===== src/psda_pkg.sv =====
// Package for the point store distance/angle block: widths, kind codes,
// status codes and the CORDIC arctangent table. No dependencies.
package psda_pkg;

   localparam int POINTS      = 8;
   localparam int IDX_W       = $clog2(POINTS);
   localparam int STEPS       = 29;
   localparam int CW          = 44;   // CORDIC datapath width
   localparam int ACC_W       = 34;
   localparam int SQ_W        = 52;   // (dx^2+dy^2)<<16 needs 49 bits; even width for the root
   localparam int ROOT_W      = 26;
   localparam int MAX_ANGLE   = 46080;
   localparam logic signed [ACC_W-1:0] NINETY_DEG = 34'sd1509949440;

   localparam logic [1:0] KIND_LOAD   = 2'd0;
   localparam logic [1:0] KIND_DIST   = 2'd1;
   localparam logic [1:0] KIND_ANGLE  = 2'd2;
   localparam logic [1:0] KIND_UNUSED = 2'd3;

   localparam logic [1:0] ST_OK    = 2'd0;
   localparam logic [1:0] ST_RANGE = 2'd1;
   localparam logic [1:0] ST_ZERO  = 2'd2;

   // atan(2^-i) in degrees, Q24
   function automatic logic [ACC_W-1:0] atan_q24(input logic [4:0] i);
      logic [ACC_W-1:0] v;
      begin
         case (i)
            5'd0:  v = 34'd754974720;
            5'd1:  v = 34'd445687602;
            5'd2:  v = 34'd235489088;
            5'd3:  v = 34'd119537938;
            5'd4:  v = 34'd60000934;
            5'd5:  v = 34'd30029717;
            5'd6:  v = 34'd15018523;
            5'd7:  v = 34'd7509720;
            5'd8:  v = 34'd3754917;
            5'd9:  v = 34'd1877466;
            5'd10: v = 34'd938734;
            5'd11: v = 34'd469367;
            5'd12: v = 34'd234684;
            5'd13: v = 34'd117342;
            5'd14: v = 34'd58671;
            5'd15: v = 34'd29335;
            5'd16: v = 34'd14668;
            5'd17: v = 34'd7334;
            5'd18: v = 34'd3667;
            5'd19: v = 34'd1833;
            5'd20: v = 34'd917;
            5'd21: v = 34'd458;
            5'd22: v = 34'd229;
            5'd23: v = 34'd115;
            5'd24: v = 34'd57;
            5'd25: v = 34'd29;
            5'd26: v = 34'd14;
            5'd27: v = 34'd7;
            5'd28: v = 34'd4;
            default: v = '0;
         endcase
         return v;
      end
   endfunction

endpackage


===== src/psda_ram.sv =====
// Generic single-port-write, one-read RAM with registered read data.
// No dependencies.
module psda_ram #(
   parameter int WIDTH = 32,
   parameter int DEPTH = 8
) (
   input  logic                     clock,
   input  logic                     wr_en,
   input  logic [$clog2(DEPTH)-1:0] wr_addr,
   input  logic [WIDTH-1:0]         wr_data,
   input  logic [$clog2(DEPTH)-1:0] rd_addr,
   output logic [WIDTH-1:0]         rd_data
);

   logic [WIDTH-1:0] mem_ff [DEPTH];

   always_ff @(posedge clock) begin
      if (wr_en) begin
         mem_ff[wr_addr] <= wr_data;
      end
      rd_data <= mem_ff[rd_addr];
   end

endmodule


===== src/point_store_distance_angle.sv =====
// Top level: point store, sequencer, one shared multiplier, a restoring
// square root and a CORDIC. Uses psda_pkg and psda_ram.
//
//  channel | dir | fields (tdata lsb first)
//  req     | in  | kind[1:0] first[5:2] second[9:6] third[13:10] x[29:14] y[45:30]
//  rsp     | out | status[1:0] distance[26:2] angle_degrees[42:27]
//  csr     | in  | point_count[3:0]
//
// After the accepting edge, a load, an unused kind or a bad index goes
// straight to the output state. Distance: 3 reads, 2 squares, 26 root steps,
// output. Angle: 3 reads, zero check, 4 products, normalize steps set by the
// operand size, CORDIC steps, output; a zero-length vector ends early.
// One item at a time; req_tready is low while busy and while a result waits
// in the output register, and returns the cycle after the rsp transfer.
module point_store_distance_angle
   import psda_pkg::*;
(
   input  logic        clock,
   input  logic        reset,
   input  logic        req_tvalid,
   output logic        req_tready,
   input  logic [47:0] req_tdata,   // kind, first, second, third, x, y
   output logic        rsp_tvalid,
   input  logic        rsp_tready,
   output logic [47:0] rsp_tdata,   // status, distance, angle_degrees
   input  logic        csr_wr_en,
   input  logic [3:0]  csr_wr_data  // point_count
);

   typedef enum logic [3:0] {
      S_IDLE, S_RD_A, S_RD_B, S_RD_C, S_MUL, S_SQRT, S_NORM, S_CORDIC, S_OUT
   } state_type;

   state_type state_ff;
   logic [3:0] count_ff;
   logic [1:0] kind_ff;
   logic [3:0] ia_ff, ib_ff, ic_ff;
   logic [4:0] step_ff;
   logic [2:0] mstep_ff;
   logic signed [16:0] ax_ff, ay_ff, bx_ff, by_ff;
   logic [31:0] pa_ff;
   logic signed [CW-1:0] x_ff, y_ff;
   logic signed [ACC_W-1:0] acc_ff;
   logic [SQ_W+1:0] rem_ff;
   logic [ROOT_W-1:0] root_ff;
   logic [SQ_W-1:0] n_ff;
   logic [1:0] st_ff;
   logic [24:0] dist_ff;
   logic [15:0] ang_ff;
   logic rv_ff;

   // point store
   logic        ram_we;
   logic [IDX_W-1:0] ram_ra;
   logic [31:0] ram_rd;
   psda_ram #(.WIDTH(32), .DEPTH(POINTS)) u_ram (
      .clock(clock), .wr_en(ram_we), .wr_addr(req_tdata[2+IDX_W-1:2]),
      .wr_data(req_tdata[45:14]), .rd_addr(ram_ra), .rd_data(ram_rd));

   wire acc_in = req_tvalid && req_tready;
   assign req_tready = (state_ff == S_IDLE) && !rv_ff;
   assign ram_we = acc_in && (req_tdata[1:0] == KIND_LOAD) && (req_tdata[5:2] < POINTS);

   logic [3:0] limit;
   assign limit = (count_ff < POINTS) ? count_ff : 4'(POINTS);
   always_comb begin
      case (state_ff)
         S_RD_B:  ram_ra = ib_ff[IDX_W-1:0];
         S_RD_C:  ram_ra = ic_ff[IDX_W-1:0];
         default: ram_ra = ia_ff[IDX_W-1:0];
      endcase
   end

   // shared multiplier: 17x17 signed
   logic signed [16:0] m_a, m_b;
   logic signed [33:0] m_p;
   always_comb begin
      case (mstep_ff)
         3'd0: begin m_a = ax_ff; m_b = ax_ff; end
         3'd1: begin m_a = ay_ff; m_b = ay_ff; end
         3'd2: begin m_a = ax_ff; m_b = bx_ff; end
         3'd3: begin m_a = ay_ff; m_b = by_ff; end
         3'd4: begin m_a = ax_ff; m_b = by_ff; end
         default: begin m_a = ay_ff; m_b = bx_ff; end
      endcase
   end
   assign m_p = m_a * m_b;

   // CORDIC shifts
   logic signed [CW-1:0] xs, ys;
   assign xs = x_ff >>> step_ff;
   assign ys = y_ff >>> step_ff;

   // sqrt step: restoring, two bits per step
   logic [SQ_W+1:0] trial;
   logic [SQ_W+1:0] rem_sh;
   assign rem_sh = {rem_ff[SQ_W-1:0], n_ff[SQ_W-1 -: 2]};
   assign trial  = rem_sh - {{(SQ_W-ROOT_W){1'b0}}, root_ff, 2'b01};

   logic signed [ACC_W-1:0] acc_rnd;
   assign acc_rnd = (acc_ff + 34'sd32768) >>> 16;

   always_ff @(posedge clock) begin
      if (reset) begin
         state_ff <= S_IDLE;
         count_ff <= '0;
         rv_ff    <= 1'b0;
      end else begin
         if (csr_wr_en) count_ff <= csr_wr_data;
         if (rv_ff && rsp_tready) rv_ff <= 1'b0;
         case (state_ff)
            S_IDLE: begin
               if (acc_in) begin
                  kind_ff <= req_tdata[1:0];
                  ia_ff <= req_tdata[5:2];
                  ib_ff <= req_tdata[9:6];
                  ic_ff <= req_tdata[13:10];
                  st_ff <= ST_OK; dist_ff <= '0; ang_ff <= '0;
                  case (req_tdata[1:0])
                     KIND_LOAD: begin
                        if (req_tdata[5:2] >= POINTS) st_ff <= ST_RANGE;
                        state_ff <= S_OUT;
                     end
                     KIND_DIST: begin
                        if (req_tdata[5:2] >= limit || req_tdata[9:6] >= limit) begin
                           st_ff <= ST_RANGE; state_ff <= S_OUT;
                        end else state_ff <= S_RD_A;
                     end
                     KIND_ANGLE: begin
                        if (req_tdata[5:2] >= limit || req_tdata[9:6] >= limit ||
                            req_tdata[13:10] >= limit) begin
                           st_ff <= ST_RANGE; state_ff <= S_OUT;
                        end else state_ff <= S_RD_A;
                     end
                     default: state_ff <= S_OUT;
                  endcase
               end
            end
            S_RD_A: state_ff <= S_RD_B;   // a address out
            S_RD_B: begin                 // a data arrives
               pa_ff <= ram_rd;
               state_ff <= S_RD_C;
            end
            S_RD_C: begin                 // b data arrives
               ax_ff <= 17'(signed'(ram_rd[15:0]))  - 17'(signed'(pa_ff[15:0]));
               ay_ff <= 17'(signed'(ram_rd[31:16])) - 17'(signed'(pa_ff[31:16]));
               state_ff <= S_MUL;
               mstep_ff <= (kind_ff == KIND_DIST) ? 3'd0 : 3'd2;
               x_ff <= '0; y_ff <= '0;
            end
            S_MUL: begin
               if (mstep_ff == 3'd2 && kind_ff == KIND_ANGLE && x_ff == '0) begin
                  // first angle cycle: latch to-vector (read of c), check zeros
                  bx_ff <= 17'(signed'(ram_rd[15:0]))  - 17'(signed'(pa_ff[15:0]));
                  by_ff <= 17'(signed'(ram_rd[31:16])) - 17'(signed'(pa_ff[31:16]));
                  x_ff  <= 44'sd1;   // marker: vector latched
                  if (ax_ff == 0 && ay_ff == 0) begin
                     st_ff <= ST_ZERO; state_ff <= S_OUT;
                  end
               end else begin
                  case (mstep_ff)
                     3'd0: begin n_ff <= SQ_W'(m_p); mstep_ff <= 3'd1; end
                     3'd1: begin
                        n_ff <= SQ_W'({n_ff[33:0] + 34'(m_p), 16'd0});
                        rem_ff <= '0; root_ff <= '0; step_ff <= '0;
                        state_ff <= S_SQRT;
                     end
                     3'd2: begin
                        if (bx_ff == 0 && by_ff == 0) begin
                           st_ff <= ST_ZERO; state_ff <= S_OUT;
                        end
                        x_ff <= CW'(m_p); mstep_ff <= 3'd3;
                     end
                     3'd3: begin x_ff <= x_ff + CW'(m_p); mstep_ff <= 3'd4; end
                     3'd4: begin y_ff <= CW'(m_p); mstep_ff <= 3'd5; end
                     default: begin
                        y_ff <= (y_ff - CW'(m_p) < 0) ? CW'(m_p) - y_ff : y_ff - CW'(m_p);
                        acc_ff <= '0;
                        state_ff <= S_NORM;
                     end
                  endcase
               end
            end
            S_SQRT: begin
               n_ff <= n_ff << 2;
               if (!trial[SQ_W+1]) begin
                  rem_ff <= trial; root_ff <= {root_ff[ROOT_W-2:0], 1'b1};
               end else begin
                  rem_ff <= rem_sh; root_ff <= {root_ff[ROOT_W-2:0], 1'b0};
               end
               step_ff <= step_ff + 5'd1;
               if (step_ff == 5'(ROOT_W - 1)) begin
                  state_ff <= S_OUT;
                  // round: remainder > root means round up
                  if (!trial[SQ_W+1])
                     dist_ff <= 25'({root_ff, 1'b1}) +
                                25'(trial > {{(SQ_W-ROOT_W+1){1'b0}}, root_ff, 1'b1});
                  else
                     dist_ff <= 25'({root_ff, 1'b0}) +
                                25'(rem_sh > {{(SQ_W-ROOT_W+1){1'b0}}, root_ff, 1'b0});
               end
            end
            S_NORM: begin
               if (x_ff < 0) begin
                  x_ff <= y_ff; y_ff <= -x_ff; acc_ff <= NINETY_DEG;
               end else if (x_ff < (44'sd1 <<< 38) && y_ff < (44'sd1 <<< 38)) begin
                  x_ff <= x_ff <<< 1; y_ff <= y_ff <<< 1;
               end else begin
                  step_ff <= '0; state_ff <= S_CORDIC;
               end
            end
            S_CORDIC: begin
               // last pass only rounds and clamps the accumulator
               if (step_ff == 5'(STEPS)) begin
                  state_ff <= S_OUT;
                  if (acc_ff < 0) ang_ff <= '0;
                  else if (acc_rnd > MAX_ANGLE) ang_ff <= 16'(MAX_ANGLE);
                  else ang_ff <= acc_rnd[15:0];
               end else begin
                  if (y_ff >= 0) begin
                     x_ff <= x_ff + ys; y_ff <= y_ff - xs;
                     acc_ff <= acc_ff + signed'(atan_q24(step_ff));
                  end else begin
                     x_ff <= x_ff - ys; y_ff <= y_ff + xs;
                     acc_ff <= acc_ff - signed'(atan_q24(step_ff));
                  end
                  step_ff <= step_ff + 5'd1;
               end
            end
            S_OUT: begin
               rv_ff <= 1'b1;
               state_ff <= S_IDLE;
            end
            default: state_ff <= S_IDLE;
         endcase
      end
   end

   assign rsp_tvalid = rv_ff;
   assign rsp_tdata  = {5'd0, ang_ff, dist_ff, st_ff};

   // status for a distance query is never zero-length
   assert property (@(posedge clock) disable iff (reset)
      rsp_tvalid && kind_ff == KIND_DIST |-> st_ff != ST_ZERO)
      else $error("distance reported zero-length");
   // not ready while busy
   assert property (@(posedge clock) disable iff (reset)
      state_ff != S_IDLE |-> !req_tready)
      else $error("ready while busy");
   // non-ok status carries zero values
   assert property (@(posedge clock) disable iff (reset)
      rsp_tvalid && st_ff != ST_OK |-> dist_ff == '0 && ang_ff == '0)
      else $error("bad status with nonzero value");

endmodule


===== config.mk =====
export PLATFORM = sky130hd
export DESIGN_NAME = point_store_distance_angle
export DESIGN_NICKNAME = d
export VERILOG_FILES = /design/src/psda_pkg.sv /design/src/psda_ram.sv /design/src/point_store_distance_angle.sv
export SDC_FILE = /design/constraint.sdc
export NUM_CORES = 2
export LEC_CHECK = 0
export BUFFER_PORTS_ARGS = -buffer_cell sky130_fd_sc_hd__buf_2
export CAP_MARGIN = 20
export CORE_MARGIN = 2
export CORE_UTILIZATION = 45
export DETAILED_ROUTE_END_ITERATION = 10
export SYNTH_ARGS = -nofsm -noshare
export SYNTH_HDL_FRONTEND = slang
export SYNTH_SLANG_ARGS = --single-unit

===== constraint.sdc =====
create_clock -name clock -period 13.21 [get_ports clock]
set_input_delay 2.642 -clock clock [delete_from_list [all_inputs] [get_ports clock]]
set_output_delay 2.642 -clock clock [all_outputs]
set_load 0.02 [all_outputs]

==> impl_metrics.csv <==
group,metric,value,unit
yosys,netlist_instances,7513,
place,dp_hpwl,160000,µm
outcome,status,"completed",
yosys,syn_area,70100,µm²
cts,cts_root_buf,"clkbuf_16",
routing,ant_nets,0,
floorplan,die_w,399,µm
cts,cts.clk_slew.worst_paths,60,ps
floorplan,core_area,154000,µm²
timing,max_freq,0.0804,GHz
critical_path,rr_startpoint,"mstep_ff[2]",
yosys,yosysUniqueCellTypes,99,
place,gp_congestion,0.939,
final_layout,n_fill_cell,14300,
power_and_ir_drop,total_power,5370,µW
cts,cts_setup_buffers,0,
yosys,synth.ff_latch_count,741,
critical_path,cp.required,13640,ps
routing,drc,0,
critical_path,worst-path-max-fanout,27,
critical_path,cp_slowest_stage_delay,720,ps
global_routing,grt_max_degree,105,
routing,vias_per_cell,5.95,
cts,clockBufferDepth,3,
yosys,yosysSeqAreaShare,30.7,%
yosys,yosysTopAreaCell,"edfxtp_1",
power_and_ir_drop,p_per_area,70.2,nW/µm²
critical_path,critPathBufInv,8,
final_layout,syn2layout_area_growth,8.97,%
critical_path,critPathLaunchType,"flip-flop",
critical_path,crit_start,"mstep_ff[2]",
timing,fin_crit_sh,94.1,%
timing,drv_slew,0,
floorplan,die_height,399,µm
timing,rsz0062_at_grt,"false",
cts,cts_made_buffers,86,
routing,wl,211000,µm
yosys,ys_top_cells_by_area,"edfxtp_1 (29%), ha_1 (8.9%), fa_1 (8.7%)",
timing,min_period,12430,ps
yosys,synthFlopType,"edfxtp_1",
place,dpl-instance-area,73300,µm²
cts,h-tree-depth,3,
floorplan,ioPinCount,107,
timing,worst_slew_pin_slew,1100,ps
yosys,synth_top_area_share,28.7,%
run,maxCapViolations,0,
cts,hold_buffers,0,
cts,cts_sinks,741,
routing,first_pass_iters,6,
timing,tns,0,ps
cts,cts_resized,0,
power_and_ir_drop,ir_worst_vdd,0.125,mV
global_routing,antenna_found_initial,4,
timing,setup_violations,0,
timing,timing.slew.headroom,26.9,%
yosys,synthArstFlopShare,0,%
floorplan,rows,144,
final_layout,postLayoutCellArea,76400,µm²
routing,drtIter0Drc,5091,
global_routing,gr-total-overflow,0,
routing,vias,57400,
final_layout,drive_above_1_share,10.2,%
routing,wl_per_cell,21.9,µm
final_layout,final_cells,9645,
global_routing,grt_pass1_vias,55700,
timing,finalHoldViolCount,0,
critical_path,cpLargestDelayFamily,"adder cells",
yosys,syn_avg_cell_area,9.34,µm²
min_path,hp-start,"u_ram.rd_data[5]",
yosys,synth_edf_count,670,
place,dp.cells,9480,
cts,clock_latency,760,ps
critical_path,crit_arrival,12860,ps
yosys,yosysWarnings,0,
cts,cts_tree,"built",
floorplan,die-area,159000,µm²
min_path,hold_class,"reg2reg",
global_routing,grt_pass1_wl,327000,µm
final_layout,num-nets-final,8385,
timing,fin_worst_skew,68.3,ps
floorplan,start_util,45.4,%
critical_path,critPathSlowestCell,"o21ai_1",
power_and_ir_drop,p_leak,0.0313,µW
critical_path,critPathKind,"reg2reg",
global_routing,track_usage,26.3,%
critical_path,cp-end-kind,"flip-flop",
place,port_buffers,99,
layer usage:
layer	global-route usage, %	share of wire (%)	vias up
li1	-	-	26900
met1	35.0	43	28100
met2	43.7	47	1959
met3	3.50	6.2	394
met4	9.59	3.9	0
met5	0	0	-
worst register-to-register path, delay by kind of cell (launching register included):
kind	cells	cell delay [ps]
AOI/OAI and AO/OA	13	3930
and+or+nand+nor	6	850
muxes	1	410
DFF	1	540
buffers and inverters	8	1990
xor gates and xnor gates	2	410
adders and majority gates	8	4030
report_power, final:
part           switching [µW]  internal, µW
clock                    1080          1480
sequential               12.5          2570
combinational             134          88.0
total                    1230          4140
metrics by stage:
step                setup slack (ps)  hold WS (ps)  util (%)
floorplan                       1130           408         -
global placement                1180           414      47.5
detailed placement              1140           418      47.5
CTS                             1010           372      49.5
global route                     149           396      49.5
finish                           777           388      49.5
cells in the final DEF, fill, tap and decap left out, types with 99 or more instances in the layout:
cell type,instances
nor2_1,714
nand2_1,705
edfxtp_1,670
inv_1,617
ha_1,497
a21oi_1,483
o21ai_0,461
xnor2_1,322
fa_1,305
a21o_1,227
mux2i_1,189
xor2_1,172
buf_4,172
mux4_2,157
nand3_1,138
nor3_1,124
nand2b_1,105
mux2_2,101
buf_2,99
sequential cells by signal, summed over array words and instances, names as in the netlist, 25 cells and up, named ones only:
register / cells
acc_ff: 34
rem_ff: 52
u_ram.rd_data: 32
dist_ff: 25
pa_ff: 32
x_ff: 44
root_ff: 26
n_ff: 52
u_ram.mem_ff: 256
y_ff: 44
cell type report:
| cell class | instances | area (µm²) | share of cell area [%] |
|---|---|---|---|
| Timing Repair Buffer | 272 | 1810 | 2.37 |
| Sequential cell | 741 | 21500 | 28.2 |
| Clock inverter | 54 | 737 | 0.964 |
| Antenna cell | 2 | 5.00 | 0.00655 |
| Multi-Input combinational cell | 5799 | 45100 | 59.0 |
| Inverter | 626 | 2350 | 3.07 |
| Tap cell | 2044 | 2560 | 3.35 |
| Clock buffer | 107 | 2340 | 3.06 |
logic make-up (layout without fill, tap and decap cells):
kind of cell               count (synthesis)  in the layout  synth area share (%)
AOI/OAI and AO/OA                       1799           1799                  16.0
xor gates and xnor gates                 497            497                  6.21
adders and majority gates                805            805                  17.6
buffers and inverters                    977           1059                  5.39
DFF                                      741            741                  30.7
muxes                                    451            451                  9.42
other                                      1              7               0.00535
and+or+nand+nor                         2242           2242                  14.6
synth_stat cells, types with 129 or more instances:
cell / number
nor3_1: 129
mux4_2: 157
xor2_1: 173
clkbuf_1: 277
fa_1: 305
nand2_1: 708
o21ai_0: 462
edfxtp_1: 670
nand3_1: 139
a21oi_1: 487
ha_1: 497
nor2_1: 724
inv_1: 618
mux2i_1: 192
a21o_1: 227
xnor2_1: 324
worst paths after layout:
kind | to | cells after the start | slack [ps]
setup reg to reg | y_ff[6] | 38 | 780
hold reg to reg | pa_ff[5] | 0 | 390
setup / recovery | y_ff[6] | 38 | 780
hold / removal | pa_ff[5] | 0 | 390
No activity file was read; power rests on OpenSTA's default activity.
